### config.mk
export PLATFORM = sky130hd
export DESIGN_NAME = line_tokenizer_flat
export DESIGN_NICKNAME = d
export VERILOG_FILES = /design/src/lt_pkg.sv /design/src/lt_if.sv /design/src/lt_front.sv /design/src/lt_res_queue.sv /design/src/line_tokenizer.sv /design/src/flat_wrapper.sv
export SDC_FILE = /design/constraint.sdc
export NUM_CORES = 1
export LEC_CHECK = 0
export BUFFER_PORTS_ARGS = -buffer_cell sky130_fd_sc_hd__buf_4
export CAP_MARGIN = 20
export CELL_PAD_IN_SITES_DETAIL_PLACEMENT = 1
export CELL_PAD_IN_SITES_GLOBAL_PLACEMENT = 2
export CORE_MARGIN = 5
export CORE_UTILIZATION = 36
export CTS_CLUSTER_DIAMETER = 80
export DETAILED_ROUTE_END_ITERATION = 7
export GPL_ROUTABILITY_DRIVEN = 0
export PLACE_DENSITY_LB_ADDON = 0.1
export SKIP_CTS_REPAIR_TIMING = 1
export SYNTH_ARGS = -nofsm -noshare
export SYNTH_HDL_FRONTEND = slang
export SYNTH_SLANG_ARGS = --single-unit
### constraint.sdc
create_clock -name i_clk -period 4.5 [get_ports i_clk]
set_clock_uncertainty 0.2 [all_clocks]
set_input_delay 0.45 -clock i_clk [delete_from_list [all_inputs] [get_ports i_clk]]
set_output_delay 0.45 -clock i_clk [all_outputs]
set_load 0.005 [all_outputs]
### src/lt_pkg.sv
`timescale 1ns / 1ps
// ----------------------------------------------------------------------------
// Line tokenizer package
// Field widths, token and error codes, scanner modes and the record types
// that travel between the scanner and the result queue.
// ----------------------------------------------------------------------------
package lt_pkg;

    localparam int CH_W    = 8;
    localparam int START_W = 12;
    localparam int LEN_W   = 13;

    // Token kinds as seen on the result channel.
    typedef enum logic [3:0] {
        K_IDENT  = 4'd0,
        K_NUMBER = 4'd1,
        K_OP     = 4'd2,
        K_EQ     = 4'd3,
        K_LPAR   = 4'd4,
        K_RPAR   = 4'd5,
        K_LBRACK = 4'd6,
        K_RBRACK = 4'd7,
        K_EOL    = 4'd8,
        K_ERROR  = 4'd9
    } t_kind;

    // Error codes carried by error tokens.
    typedef enum logic [1:0] {
        E_EXP     = 2'd0,
        E_TOUCH   = 2'd1,
        E_UNKNOWN = 2'd2
    } t_err;

    // Scanner modes. The six pending modes hold a one-character token that
    // is reported when the next character arrives.
    typedef enum logic [3:0] {
        M_START       = 4'd0,
        M_DONE        = 4'd1,
        M_EOL         = 4'd2,
        M_IDENT       = 4'd3,
        M_SIGN        = 4'd4,
        M_INT         = 4'd5,
        M_FRAC        = 4'd6,
        M_EXPMARK     = 4'd7,
        M_EXPSIGN     = 4'd8,
        M_EXPDIG      = 4'd9,
        M_PEND_OP     = 4'd10,
        M_PEND_EQ     = 4'd11,
        M_PEND_LPAR   = 4'd12,
        M_PEND_RPAR   = 4'd13,
        M_PEND_LBRACK = 4'd14,
        M_PEND_RBRACK = 4'd15
    } t_mode;

    // One result record.
    typedef struct packed {
        t_kind              kind;
        logic [START_W-1:0] start_pos;
        logic [LEN_W-1:0]   length;
        t_err               error_code;
        logic               last;
    } t_tok;

    // Up to two records pushed by the scanner for one character.
    typedef struct packed {
        logic v0;
        logic v1;
        t_tok rec0;
        t_tok rec1;
    } t_push;

endpackage

### src/lt_if.sv
`timescale 1ns / 1ps
// ----------------------------------------------------------------------------
// Line tokenizer channels
// Valid/ready channels for incoming characters and outgoing token records.
// ----------------------------------------------------------------------------

// Character channel: one character word per handshake.
interface lt_char_if import lt_pkg::*; ();
    logic            valid;
    logic            ready;
    logic [CH_W-1:0] ch;
    logic            first_of_line;

    modport source (output valid, output ch, output first_of_line, input ready);
    modport sink   (input valid, input ch, input first_of_line, output ready);
endinterface

// Token channel: one token record word per handshake.
interface lt_tok_if import lt_pkg::*; ();
    logic               valid;
    logic               ready;
    t_kind              kind;
    logic [START_W-1:0] start_pos;
    logic [LEN_W-1:0]   length;
    t_err               error_code;
    logic               last;

    modport source (output valid, output kind, output start_pos, output length,
                    output error_code, output last, input ready);
    modport sink   (input valid, input kind, input start_pos, input length,
                    input error_code, input last, output ready);
endinterface

### src/lt_front.sv
`timescale 1ns / 1ps
// ----------------------------------------------------------------------------
// Line tokenizer scanner
// Accepts one character per cycle while the result queue has room, classifies it,
// advances its mode and pushes zero, one or two token records to the queue.
// ----------------------------------------------------------------------------
module lt_front import lt_pkg::*; #(
    parameter int LINE_MAX = 4096
) (
    input  logic   i_clk,
    input  logic   i_rst_n,
    lt_char_if.sink i_char,
    input  logic   i_space,
    output t_push  o_push
);

    localparam int PW = $clog2(LINE_MAX + 1);
    localparam int TW = $clog2(LINE_MAX);
    localparam logic [PW-1:0] POS_MAX = PW'(LINE_MAX);

    t_mode          r_mode, n_mode;
    logic [TW-1:0]  r_ts, n_ts;
    logic [PW-1:0]  r_pos, n_pos;

    logic           acc;
    logic [CH_W-1:0] c;
    t_mode          mode_eff;
    logic [PW-1:0]  p;
    logic [TW-1:0]  p_t;
    logic [LEN_W-1:0] run_len;

    logic is_digit, is_alpha, is_sign, is_crlf, is_ws, is_e;
    t_mode ss_mode;
    logic  ss_fail;
    logic  do_ss;

    logic  tok_v, err_v;
    t_kind tok_kind;
    logic [LEN_W-1:0] tok_len;
    t_err  err_code;
    t_tok  tok_rec, err_rec;

    assign i_char.ready = i_space;
    assign acc = i_char.valid & i_space;
    assign c   = i_char.ch;

    // A new line puts the scanner back at position zero in start mode.
    assign mode_eff = i_char.first_of_line ? M_START : r_mode;
    assign p        = i_char.first_of_line ? '0 : r_pos;
    assign p_t      = TW'(p);
    assign run_len  = LEN_W'(p_t - r_ts);

    // Character classes, C locale ASCII.
    always_comb begin
        is_digit = c inside {[8'h30:8'h39]};
        is_alpha = c inside {[8'h41:8'h5A], [8'h61:8'h7A]};
        is_sign  = c inside {8'h2B, 8'h2D};
        is_crlf  = c inside {8'h0A, 8'h0D};
        is_ws    = c inside {8'h09, 8'h0B, 8'h0C, 8'h20};
        is_e     = c inside {8'h45, 8'h65};
    end

    // Mode chosen when a character opens a new token.
    always_comb begin
        ss_fail = 1'b0;
        ss_mode = M_START;
        if (is_crlf) begin
            ss_mode = M_EOL;
        end else if (is_ws) begin
            ss_mode = M_START;
        end else if (is_digit) begin
            ss_mode = M_INT;
        end else if (is_sign) begin
            ss_mode = M_SIGN;
        end else if (is_alpha) begin
            ss_mode = M_IDENT;
        end else if (c == 8'h2A || c == 8'h2F) begin
            ss_mode = M_PEND_OP;
        end else if (c == 8'h3D) begin
            ss_mode = M_PEND_EQ;
        end else if (c == 8'h28) begin
            ss_mode = M_PEND_LPAR;
        end else if (c == 8'h29) begin
            ss_mode = M_PEND_RPAR;
        end else if (c == 8'h5B) begin
            ss_mode = M_PEND_LBRACK;
        end else if (c == 8'h5D) begin
            ss_mode = M_PEND_RBRACK;
        end else begin
            ss_fail = 1'b1;
        end
    end

    // Next state and the records caused by the current character.
    always_comb begin
        n_mode   = r_mode;
        n_ts     = r_ts;
        n_pos    = r_pos;
        tok_v    = 1'b0;
        tok_kind = K_IDENT;
        tok_len  = run_len;
        err_v    = 1'b0;
        err_code = E_EXP;
        do_ss    = 1'b0;
        if (acc) begin
            n_mode = mode_eff;
            if (p == POS_MAX) begin
                // Overlong line: the character is dropped.
                n_pos = POS_MAX;
            end else begin
                n_pos = p + 1'b1;
                case (mode_eff)
                    M_START: begin
                        do_ss = 1'b1;
                    end
                    M_EOL: begin
                        if (!is_crlf) begin
                            tok_v    = 1'b1;
                            tok_kind = K_EOL;
                            n_mode   = M_DONE;
                        end
                    end
                    M_IDENT: begin
                        if (!(is_alpha || is_digit)) begin
                            tok_v    = 1'b1;
                            tok_kind = K_IDENT;
                            do_ss    = 1'b1;
                        end
                    end
                    M_SIGN: begin
                        if (is_digit) begin
                            n_mode = M_INT;
                        end else begin
                            tok_v    = 1'b1;
                            tok_kind = K_OP;
                            tok_len  = LEN_W'(1);
                            do_ss    = 1'b1;
                        end
                    end
                    M_INT, M_FRAC, M_EXPDIG: begin
                        if (is_digit) begin
                            n_mode = mode_eff;
                        end else if (mode_eff == M_INT && c == 8'h2E) begin
                            n_mode = M_FRAC;
                        end else if (mode_eff != M_EXPDIG && is_e) begin
                            n_mode = M_EXPMARK;
                        end else if (is_alpha) begin
                            err_v    = 1'b1;
                            err_code = E_TOUCH;
                            n_mode   = M_DONE;
                        end else begin
                            tok_v    = 1'b1;
                            tok_kind = K_NUMBER;
                            if (is_sign) begin
                                // A sign after a number is always an operator.
                                n_ts   = p_t;
                                n_mode = M_PEND_OP;
                            end else begin
                                do_ss = 1'b1;
                            end
                        end
                    end
                    M_EXPMARK: begin
                        if (is_sign) begin
                            n_mode = M_EXPSIGN;
                        end else if (is_digit) begin
                            n_mode = M_EXPDIG;
                        end else begin
                            err_v  = 1'b1;
                            n_mode = M_DONE;
                        end
                    end
                    M_EXPSIGN: begin
                        if (is_digit) begin
                            n_mode = M_EXPDIG;
                        end else begin
                            err_v  = 1'b1;
                            n_mode = M_DONE;
                        end
                    end
                    M_DONE: begin
                        n_mode = M_DONE;
                    end
                    M_PEND_OP, M_PEND_EQ, M_PEND_LPAR, M_PEND_RPAR,
                    M_PEND_LBRACK, M_PEND_RBRACK: begin
                        tok_v   = 1'b1;
                        tok_len = LEN_W'(1);
                        do_ss   = 1'b1;
                        case (mode_eff)
                            M_PEND_EQ:     tok_kind = K_EQ;
                            M_PEND_LPAR:   tok_kind = K_LPAR;
                            M_PEND_RPAR:   tok_kind = K_RPAR;
                            M_PEND_LBRACK: tok_kind = K_LBRACK;
                            M_PEND_RBRACK: tok_kind = K_RBRACK;
                            default:       tok_kind = K_OP;
                        endcase
                    end
                    default: begin
                        n_mode = M_DONE;
                    end
                endcase

                // The current character opens a new token.
                if (do_ss) begin
                    n_ts = p_t;
                    if (ss_fail) begin
                        err_v    = 1'b1;
                        err_code = E_UNKNOWN;
                        n_mode   = M_DONE;
                    end else begin
                        n_mode = ss_mode;
                    end
                end
            end
        end
    end

    // Build the records; a token always comes before an error.
    always_comb begin
        tok_rec.kind       = tok_kind;
        tok_rec.start_pos  = START_W'(r_ts);
        tok_rec.length     = tok_len;
        tok_rec.error_code = E_EXP;
        tok_rec.last       = ~err_v;

        err_rec.kind       = K_ERROR;
        err_rec.start_pos  = START_W'(p_t);
        err_rec.length     = '0;
        err_rec.error_code = err_code;
        err_rec.last       = 1'b1;

        o_push.v0   = tok_v | err_v;
        o_push.v1   = tok_v & err_v;
        o_push.rec0 = tok_v ? tok_rec : err_rec;
        o_push.rec1 = err_rec;
    end

    // Scanner state.
    always_ff @(posedge i_clk) begin
        if (!i_rst_n) begin
            r_mode <= M_START;
            r_ts   <= '0;
            r_pos  <= '0;
        end else begin
            r_mode <= n_mode;
            r_ts   <= n_ts;
            r_pos  <= n_pos;
        end
    end

`ifndef SYNTH
    a_new_line_pos: assert property (@(posedge i_clk) disable iff (!i_rst_n)
        (acc && i_char.first_of_line) |=> (r_pos == PW'(1)))
        else $error("position not restarted by a new line");
    a_pos_bound: assert property (@(posedge i_clk) disable iff (!i_rst_n)
        r_pos <= POS_MAX)
        else $error("position beyond line limit");
    a_second_is_err: assert property (@(posedge i_clk) disable iff (!i_rst_n)
        o_push.v1 |-> (o_push.rec1.kind == K_ERROR && o_push.rec0.kind != K_ERROR))
        else $error("second record of a character is not an error");
`endif

endmodule

### src/lt_res_queue.sv
`timescale 1ns / 1ps
// ----------------------------------------------------------------------------
// Line tokenizer result queue
// Four-entry queue that takes up to two token records per cycle from the
// scanner and hands one record per cycle to a ready token channel.
// ----------------------------------------------------------------------------
module lt_res_queue import lt_pkg::*; (
    input  logic     i_clk,
    input  logic     i_rst_n,
    input  t_push    i_push,
    output logic     o_space,
    lt_tok_if.source o_tok
);

    localparam int DEPTH = 4;
    localparam int AW    = $clog2(DEPTH);
    localparam int CW    = $clog2(DEPTH + 1);

    t_tok            r_mem [DEPTH];
    logic [AW-1:0]   r_wr, n_wr;
    logic [AW-1:0]   r_rd, n_rd;
    logic [CW-1:0]   r_count, n_count;
    logic            pop;
    logic [1:0]      n_push;
    logic [AW-1:0]   wr_next;
    t_tok            head;

    // Room for the two records one character may cause.
    assign o_space = r_count <= CW'(DEPTH - 2);

    assign pop     = o_tok.valid & o_tok.ready;
    assign n_push  = {1'b0, i_push.v0} + {1'b0, i_push.v1};
    assign wr_next = r_wr + 1'b1;

    // Head of the queue drives the token channel.
    assign head             = r_mem[r_rd];
    assign o_tok.valid      = r_count != '0;
    assign o_tok.kind       = head.kind;
    assign o_tok.start_pos  = head.start_pos;
    assign o_tok.length     = head.length;
    assign o_tok.error_code = head.error_code;
    assign o_tok.last       = head.last;

    // Pointer and fill count updates.
    always_comb begin
        n_wr    = r_wr + AW'(n_push);
        n_rd    = r_rd + AW'(pop);
        n_count = r_count + CW'(n_push) - CW'(pop);
    end

    // Record storage.
    always_ff @(posedge i_clk) begin
        if (i_push.v0) begin
            r_mem[r_wr] <= i_push.rec0;
        end
        if (i_push.v1) begin
            r_mem[wr_next] <= i_push.rec1;
        end
    end

    // Control state.
    always_ff @(posedge i_clk) begin
        if (!i_rst_n) begin
            r_wr    <= '0;
            r_rd    <= '0;
            r_count <= '0;
        end else begin
            r_wr    <= n_wr;
            r_rd    <= n_rd;
            r_count <= n_count;
        end
    end

`ifndef SYNTH
    a_push_room: assert property (@(posedge i_clk) disable iff (!i_rst_n)
        i_push.v0 |-> (r_count <= CW'(DEPTH - 2)))
        else $error("record pushed into a full queue");
    a_push_order: assert property (@(posedge i_clk) disable iff (!i_rst_n)
        i_push.v1 |-> i_push.v0)
        else $error("second record pushed without a first");
    a_count_bound: assert property (@(posedge i_clk) disable iff (!i_rst_n)
        r_count <= CW'(DEPTH))
        else $error("fill count beyond queue depth");
    a_tok_hold: assert property (@(posedge i_clk) disable iff (!i_rst_n)
        (o_tok.valid && !o_tok.ready) |=> o_tok.valid)
        else $error("waiting token word withdrawn");
`endif

endmodule

### src/line_tokenizer.sv
`timescale 1ns / 1ps
// ----------------------------------------------------------------------------
// Line tokenizer
// Scans a text line one character word at a time and reports token records
// (identifiers, numbers, operators, brackets, end of line, errors).
//
// Usage: characters enter on i_char, one word per handshake, with
// first_of_line set on the first character of every line. Token records
// leave on o_tok as kind, start offset, length, error code and a last flag
// that marks the final record caused by one character.
// A token is reported when the character after it is taken; records caused
// by a character are written into the result queue as that character is
// accepted and reach o_tok once earlier records have left. The scanner
// takes one character per cycle while the four-entry result queue has
// room for two records; that queue space is the only limit, so characters
// that cause two records slow it while the receiver drains one per cycle.
// When o_tok stalls, records wait in the queue and i_char ready drops once
// fewer than two entries are free.
// Reset empties the queue and puts the scanner at position zero in start
// mode.
// ----------------------------------------------------------------------------
module line_tokenizer import lt_pkg::*; #(
    parameter int LINE_MAX = 4096
) (
    input  logic     i_clk,
    input  logic     i_rst_n,
    lt_char_if.sink  i_char,
    lt_tok_if.source o_tok
);

    t_push push;
    logic  space;

    // Front: character scanner.
    lt_front #(
        .LINE_MAX (LINE_MAX)
    ) u_front (
        .i_clk   (i_clk),
        .i_rst_n (i_rst_n),
        .i_char  (i_char),
        .i_space (space),
        .o_push  (push)
    );

    // Back: result queue and token channel.
    lt_res_queue u_queue (
        .i_clk   (i_clk),
        .i_rst_n (i_rst_n),
        .i_push  (push),
        .o_space (space),
        .o_tok   (o_tok)
    );

endmodule
### src/flat_wrapper.sv
// flat-port wrapper written by rule: the top's interface ports become plain ports
module line_tokenizer_flat import lt_pkg::*;
#(
    parameter int LINE_MAX = 4096
)
  (i_clk, i_rst_n, i_char_valid, i_char_ch, i_char_first_of_line, i_char_ready, o_tok_valid, o_tok_kind, o_tok_start_pos, o_tok_length, o_tok_error_code, o_tok_last, o_tok_ready);
  lt_char_if i_char_i ();
  lt_tok_if o_tok_i ();
  input  logic i_clk;
  input  logic i_rst_n;
  input wire logic [$bits(i_char_i.valid)-1:0] i_char_valid;
  input wire logic [$bits(i_char_i.ch)-1:0] i_char_ch;
  input wire logic [$bits(i_char_i.first_of_line)-1:0] i_char_first_of_line;
  output wire logic [$bits(i_char_i.ready)-1:0] i_char_ready;
  output wire logic [$bits(o_tok_i.valid)-1:0] o_tok_valid;
  output wire logic [$bits(o_tok_i.kind)-1:0] o_tok_kind;
  output wire logic [$bits(o_tok_i.start_pos)-1:0] o_tok_start_pos;
  output wire logic [$bits(o_tok_i.length)-1:0] o_tok_length;
  output wire logic [$bits(o_tok_i.error_code)-1:0] o_tok_error_code;
  output wire logic [$bits(o_tok_i.last)-1:0] o_tok_last;
  input wire logic [$bits(o_tok_i.ready)-1:0] o_tok_ready;
  assign i_char_i.valid = i_char_valid;
  assign i_char_i.ch = i_char_ch;
  assign i_char_i.first_of_line = i_char_first_of_line;
  assign i_char_ready = i_char_i.ready;
  assign o_tok_valid = o_tok_i.valid;
  assign o_tok_kind = o_tok_i.kind;
  assign o_tok_start_pos = o_tok_i.start_pos;
  assign o_tok_length = o_tok_i.length;
  assign o_tok_error_code = o_tok_i.error_code;
  assign o_tok_last = o_tok_i.last;
  assign o_tok_i.ready = o_tok_ready;
  line_tokenizer #(.LINE_MAX(LINE_MAX)) u_core (.i_clk(i_clk), .i_rst_n(i_rst_n), .i_char(i_char_i), .o_tok(o_tok_i));
endmodule
==> impl_metrics.tcl, run 1 <==
set metrics [dict create \
    pwr-share-comb_pct 23.3 \
    syn_area_um2 8711 \
    irDropWorstVdd_uv 209.7 \
    cap_violations 0 \
    worstHoldPathCells 2 \
    hold_viol 0 \
    layout_setup_ws_ns 0.3239 \
    cts_buffers 17 \
    via_per_inst 5.726 \
    grtUsageTotal_pct 21.15 \
    finalCritPeriodShare_pct 92.80 \
    synthTopCellsByCount "dfxtp_1, nand2_1, o21ai_0" \
    die_area_um2 27410 \
    final.setup.tns_ns 0 \
    rr_worst_depth 15 \
    async_flop_share_pct 0 \
    rr_startpoint "u_core.u_front.r_mode[1]$_SDFFE_PN0P_" \
    power.density_nw_per_um2 425.5 \
    post-route-drc-count 0 \
    slew_headroom_pct 40.02 \
    antenna_found_initial 1 \
    initial_core_util_pct 36.14 \
    ys_seq_area_share_pct 44.13 \
    routed_wl_mm 28.30 \
    h-tree-depth 4 \
    pin_count 47 \
    whs_endpoint "u_core.u_queue.r_mem[1][11]$_SDFFE_PP0P_" \
    worstMarginPinSlew_ns 0.8998 \
    die_h_um 165.6 \
    synth_nets 897 \
    rrSetupSlack_ns 0.32 \
    synth_warnings 0 \
    synthTopCellsByArea "dfxtp_1, edfxtp_1, mux4_2, a22o_1, o21ai_0" \
    fin_crit_ns 4.176 \
    avgSynthCellArea_um2 10.13 \
    clock_latency_ns 0.44 \
    synth_top_cell_by_area "dfxtp_1" \
    power_switching_w 0.001337 \
    finalSetupViolations 0 \
    rsz0062_at_grt "no" \
    vias 7118 \
    preCtsSetupSlack_ns 0.2038 \
    dpl.hpwl_mm 19.34 \
    nNetsFinal 943 \
    clock_path_buffers 2 \
    p_leak_nw 3.705 \
    rows 57 \
    synth_top_area_share_pct 24.82 \
    clkSlewWorstSetupHoldPaths_ns 0.07 \
    worst_ep_arrival_time_ns 4.30 \
    synth_seq_cells 164 \
    firstDrtPassIters 5 \
    grt_pass1_wl_mm 43.79 \
    grt_pass1_vias 7632 \
    synth-edff-count 56 \
    cts_tree "built" \
    cts.sinks 164 \
    synthCells 860 \
    fp.coreArea_um2 24110 \
    p_int_w 0.002980 \
    grt_overflow 0 \
    min_from "u_core.u_queue.r_mem[1][11]$_SDFFE_PP0P_" \
    max_freq_mhz 239.5 \
    r2r_end "u_core.u_queue.r_count[2]$_SDFF_PN0_" \
    drt_iter0_drc 413 \
    port_buffers 46 \
    hp-class "reg -> reg" \
    maxSlewViolCount 0 \
    outcome "finished, final reports clean" \
    root_buffer "clkbuf_16" \
    diodes 0 \
    worstSetupPathType "reg -> reg" \
    die_width_um 165.6 \
    synth_cell_types 73 \
    critPathMaxFanout 11 \
    switching_share_pct 30.98 \
    worstSetupStartpointType "flip-flop" \
    synth_flop_cell "dfxtp_1" \
    drtAntennaViolNets 0 \
    cp_data_required_time_ns 4.63 \
    wl_per_cell_um 22.77 \
    end_kind "flip-flop" \
    grt_max_degree 39 \
    area_growth_pct 16.48 \
    drive_gt1_share_pct 19.15 \
    synth.most_common_cell "dfxtp_1" \
    pwr-share-seq_pct 40.5 \
    p_clk_share_pct 36.2 \
]
[per-layer routing]
metal,vias to the layer above,wire length (um),global-route usage [%]
li1,3277,-,-
met1,3646,12410,27.21
met2,163,14270,37.36
met3,32,1135,2.705
met4,0,487,5.962
met5,-,0,0
[worst max path at each step]
stage / startpoint / endpoint / slack (ns) / depth (start not counted)
global route: u_core.u_front.r_mode[3]$_SDFFE_PN0P_ / u_core.u_queue.r_count[2]$_SDFF_PN0_ / 0.06 / 15
CTS: u_core.u_front.r_mode[3]$_SDFFE_PN0P_ / u_core.u_queue.r_count[2]$_SDFF_PN0_ / 0.33 / 15
detailed placement: i_char_ch[4] / u_core.u_queue.r_count[2]$_SDFF_PN0_ / 0.20 / 15
global placement: i_char_ch[4] / u_core.u_queue.r_count[2]$_SDFF_PN0_ / 0.35 / 16
floorplan: i_char_first_of_line / u_core.u_queue.r_count[2]$_SDFF_PN0_ / 0.08 / 22
finish: u_core.u_front.r_mode[1]$_SDFFE_PN0P_ / u_core.u_queue.r_count[2]$_SDFF_PN0_ / 0.32 / 15
[power by group through the flow]
stage	clock (W)	sequential (W)	combinational [W]
6_report	0.00156	0.00175	0.00101
5_1_grt	0.00164	0.00177	0.00110
4_1_cts	0.00159	0.00175	0.00102
3_5_place_dp	0	0.00178	0.00102
3_3_place_gp	0	0.00178	0.00101
2_1_floorplan	0	0.00170	0.000664
[flip-flops by register name (all words and copies together) (netlist names)]
signal and flops:
u_core.u_front.r_mode 4, u_core.u_front.r_pos 13, u_core.u_front.r_ts 12, u_core.u_queue.r_count 3
u_core.u_queue.r_mem 128, u_core.u_queue.r_rd 2, u_core.u_queue.r_wr 2
[through the flow]
stage | utilization (%) | total power (W) | hold WS [ns] | instances | cell area, um^2
global route | 42.09 | 0.004504 | 0.2809 | 1243 | 10150
CTS | 42.09 | 0.004361 | 0.2580 | 1243 | 10150
floorplan | - | 0.002368 | 0.2198 | 860 | 8711
finish | 42.09 | 0.004317 | 0.2565 | 1243 | 10150
detailed placement | 39.53 | 0.002800 | 0.2422 | 1211 | 9528
global placement | 39.53 | 0.002790 | 0.2290 | 1211 | 9528
[worst max-delay path: stages, from the launching register on]
cell and delay (ns):
dfxtp_1 0.57, nor2b_1 0.33, a2bb2oi_1 0.15, nand4bb_1 0.37
o211a_1 0.36, a211o_4 0.41, ha_1 0.32, inv_1 0.05
ha_1 0.28, inv_1 0.06, ha_1 0.13, inv_1 0.05
fa_1 0.37, xor2_1 0.16, xnor2_1 0.12, and2_1 0.15
[cells in the final DEF, fill, tap and decap left out, types with 7 or more instances in the layout]
cell type,instances
edfxtp_1,56
or3_1,7
ha_1,22
dfxtp_1,106
xor2_1,7
o31ai_1,7
o21ai_0,67
inv_1,30
clkbuf_16,18
a21oi_1,25
nor3_1,9
nand2b_1,8
mux2i_1,12
nor2b_1,47
mux4_2,32
and2_1,17
nand4_1,7
a22o_1,53
xnor2_1,12
nand3_1,21
nand2_1,88
and3_1,8
nor2_1,33
buf_4,91
a32o_1,12
[final cells by class]
| type | count | area (um^2) |
|---|---|---|
| Timing Repair Buffer | 92 | 703.2 |
| Inverter | 31 | 118.9 |
| Multi-Input combinational cell | 600 | 4454 |
| Clock inverter | 13 | 162.7 |
| Sequential cell | 164 | 3846 |
| Tap cell | 324 | 405.4 |
| Clock buffer | 19 | 455.4 |
| Fill cell | 2735 | 13960 |
[cell families after synthesis]
logic type      synth area share [%]
compound gates                 18.56
simple gates                   17.28
flops                          44.13
fa+ha+maj                      3.735
mux                            9.652
xor+xnor                       1.910
buf+inv                        4.740
Note: power is estimated with default switching activity, not from simulation.
==> inputs of run 2 (changes only) <==
--- a/config.mk
+++ b/config.mk
@@ -9,6 +9,7 @@
 export CAP_MARGIN = 20
 export CELL_PAD_IN_SITES_DETAIL_PLACEMENT = 1
 export CELL_PAD_IN_SITES_GLOBAL_PLACEMENT = 2
+export CORE_ASPECT_RATIO = 1.1
 export CORE_MARGIN = 5
 export CORE_UTILIZATION = 36
 export CTS_CLUSTER_DIAMETER = 80
==> impl_metrics.tcl, run 2 (same netlist as run 1, synthesis figures left out) <==
set metrics [dict create \
    diodes 0 \
    fill_cells 2646 \
    irDropWorstVdd_uv 166.3 \
    fin_crit_ns 4.101 \
    worst_ep_arrival_time_ns 4.22 \
    critPathMaxFanout 10 \
    worstSetupStartpointType "flip-flop" \
    fp.coreArea_um2 23770 \
    worstSetupPathType "reg -> reg" \
    grt_pass1_wl_mm 43.04 \
    dpl.hpwl_mm 19.04 \
    slew_headroom_pct 31.92 \
    finalCritPeriodShare_pct 91.13 \
    hp-class "reg -> reg" \
    grt_pass1_vias 7684 \
    pin_count 47 \
    hold_slack_ns 0.2505 \
    post-route-drc-count 0 \
    via_per_inst 5.708 \
    vias 6987 \
    initial_core_util_pct 36.65 \
    hold_viol 0 \
    clkSlewWorstSetupHoldPaths_ns 0.07 \
    clock_latency_ns 0.43 \
    cp_slowest_cell "or3b_2" \
    reg_top3 "u_core.u_queue.r_mem (128), u_core.u_front.r_pos (13), u_core.u_front.r_ts (12)" \
    drive_gt1_share_pct 19.26 \
    die_width_um 158.3 \
    dr_wl_met2_mm 14.18 \
    clock_path_buffers 2 \
    wl_per_cell_um 22.32 \
    cp_data_required_time_ns 4.62 \
    routed_wl_mm 27.32 \
    rsz0062_at_grt "no" \
    final_cell_mix "dfxtp_1, buf_4, nand2_1" \
    final.setup.tns_ns 0 \
    power.density_nw_per_um2 422.0 \
    layout_commonest_cell "dfxtp_1" \
    outcome "finished, final reports clean" \
    worstPathCellList "or3b_2, a21boi_0, o211ai_1, o211a_1, a211o_4, ha_1, inv_1, ha_1, inv_1, ha_1, inv_1, fa_1, xor2_1, xnor2_1, and2_1" \
    drtAntennaViolNets 0 \
    firstDrtPassIters 5 \
    cts_tree "built" \
    port_buffers 46 \
    critical-path-top-delay-family "compound AO/OA/AOI/OAI gates" \
    fin_area_um2 10140 \
    crit_buf_inv 3 \
    cts_buffers 17 \
    root_buffer "clkbuf_16" \
    max_freq_mhz 243.8 \
    largest_reg_flops 128 \
    maxUsedRoutingLayer "met4" \
    drt_iter0_drc 367 \
    area_growth_pct 16.39 \
    placedCellCount 1192 \
    p_leak_nw 3.705 \
    worstMarginPinSlew_ns 1.021 \
    finalNonFillerCells 1224 \
    grtUsageTotal_pct 20.16 \
    rows 59 \
    grt_max_degree 39 \
    h-tree-depth 4 \
    antenna_found_initial 0 \
    nNetsFinal 943 \
    die_area_um2 27410 \
    grt_overflow 0 \
    crit_path_max_incr_delay_ns 0.47 \
    post-route-util_pct 42.65 \
    cap_violations 0 \
    regMostFlops "u_core.u_queue.r_mem" \
    cts.sinks 164 \
    die_h_um 173.1 \
    finalSetupViolations 0 \
    maxSlewViolCount 0 \
    met3WireLength_um 995 \
    drt-met1-wl_mm 11.60 \
    placed_area_um2 9517 \
    end_kind "flip-flop" \
]
run 2: changes by cell type in the layout (fill, tap and decap cells not counted):
| cell | previous run | this run |
|---|---|---|
| inv_6 | 2 | 5 |
| inv_8 | 4 | 1 |
| clkinv_4 | 4 | 2 |
| buf_12 | 1 | 2 |
| buf_4 | 91 | 90 |
| bufinv_16 | 2 | 1 |
| clkbuf_16 | 18 | 19 |
| clkbuf_2 | 1 | 0 |
| clkbuf_8 | 0 | 1 |
| clkinv_8 | 0 | 1 |
| clkinvlp_4 | 0 | 1 |
| dfxtp_1 | 106 | 105 |
| dfxtp_2 | 2 | 3 |
run 2: layer usage:
metal,up-vias,GRT usage [%]
li1,3285,-
met1,3538,25.16
met2,132,35.57
met3,32,3.175
met4,0,5.937
met5,-,0
run 2: worst paths after layout:
kind | startpoint | end | slack [ns] | cells after the start
worst max-delay path | u_core.u_front.r_mode[1]$_SDFFE_PN0P_ | u_core.u_queue.r_count[2]$_SDFF_PN0_ | 0.40 | 15
worst min-delay path | u_core.u_queue.r_mem[3][10]$_SDFFE_PP0P_ | u_core.u_queue.r_mem[3][10]$_SDFFE_PP0P_ | 0.25 | 2
worst max register to register | u_core.u_front.r_mode[1]$_SDFFE_PN0P_ | u_core.u_queue.r_count[2]$_SDFF_PN0_ | 0.40 | 15
worst min register to register | u_core.u_queue.r_mem[3][10]$_SDFFE_PP0P_ | u_core.u_queue.r_mem[3][10]$_SDFFE_PP0P_ | 0.25 | 2
run 2: worst reg2reg max path: cells and delay by family, from the launching register on:
| family | cells | cell delay, ns |
|---|---|---|
| DFF | 1 | 0.42 |
| xor gates and xnor gates | 2 | 0.28 |
| AOI/OAI and AO/OA | 4 | 1.22 |
| buffers and inverters | 3 | 0.16 |
| and+or+nand+nor | 2 | 0.61 |
| adders and majority gates | 4 | 1.11 |
run 2: power by group:
| part | total, W | switching, W | internal, W | leakage (nW) |
|---|---|---|---|---|
| registers | 0.00175 | 0.000110 | 0.00164 | 1.37 |
| clock network | 0.00153 | 0.000665 | 0.000862 | 0.303 |
| logic | 0.00100 | 0.000535 | 0.000470 | 2.03 |
| total | 0.00428 | 0.00131 | 0.00297 | 3.70 |
run 2: layout make-up:
class / instances / area [um^2] / area share, %
clock buffers: 20 / 489.2 / 4.825
clock inverters: 12 / 131.4 / 1.296
inverters: 31 / 118.9 / 1.172
multi-input cells: 600 / 4454 / 43.93
flip-flops and latches: 164 / 3847 / 37.95
well taps: 305 / 381.6 / 3.764
repair buffers: 92 / 715.7 / 7.059
run 2: stage by stage:
step	total power, W	worst slack (ns)
floorplan	0.002368	0.08065
global placement	0.002785	0.3500
detailed placement	0.002799	0.3068
CTS	0.004319	0.3046
global route	0.004466	0.1191
finish	0.004279	0.3990
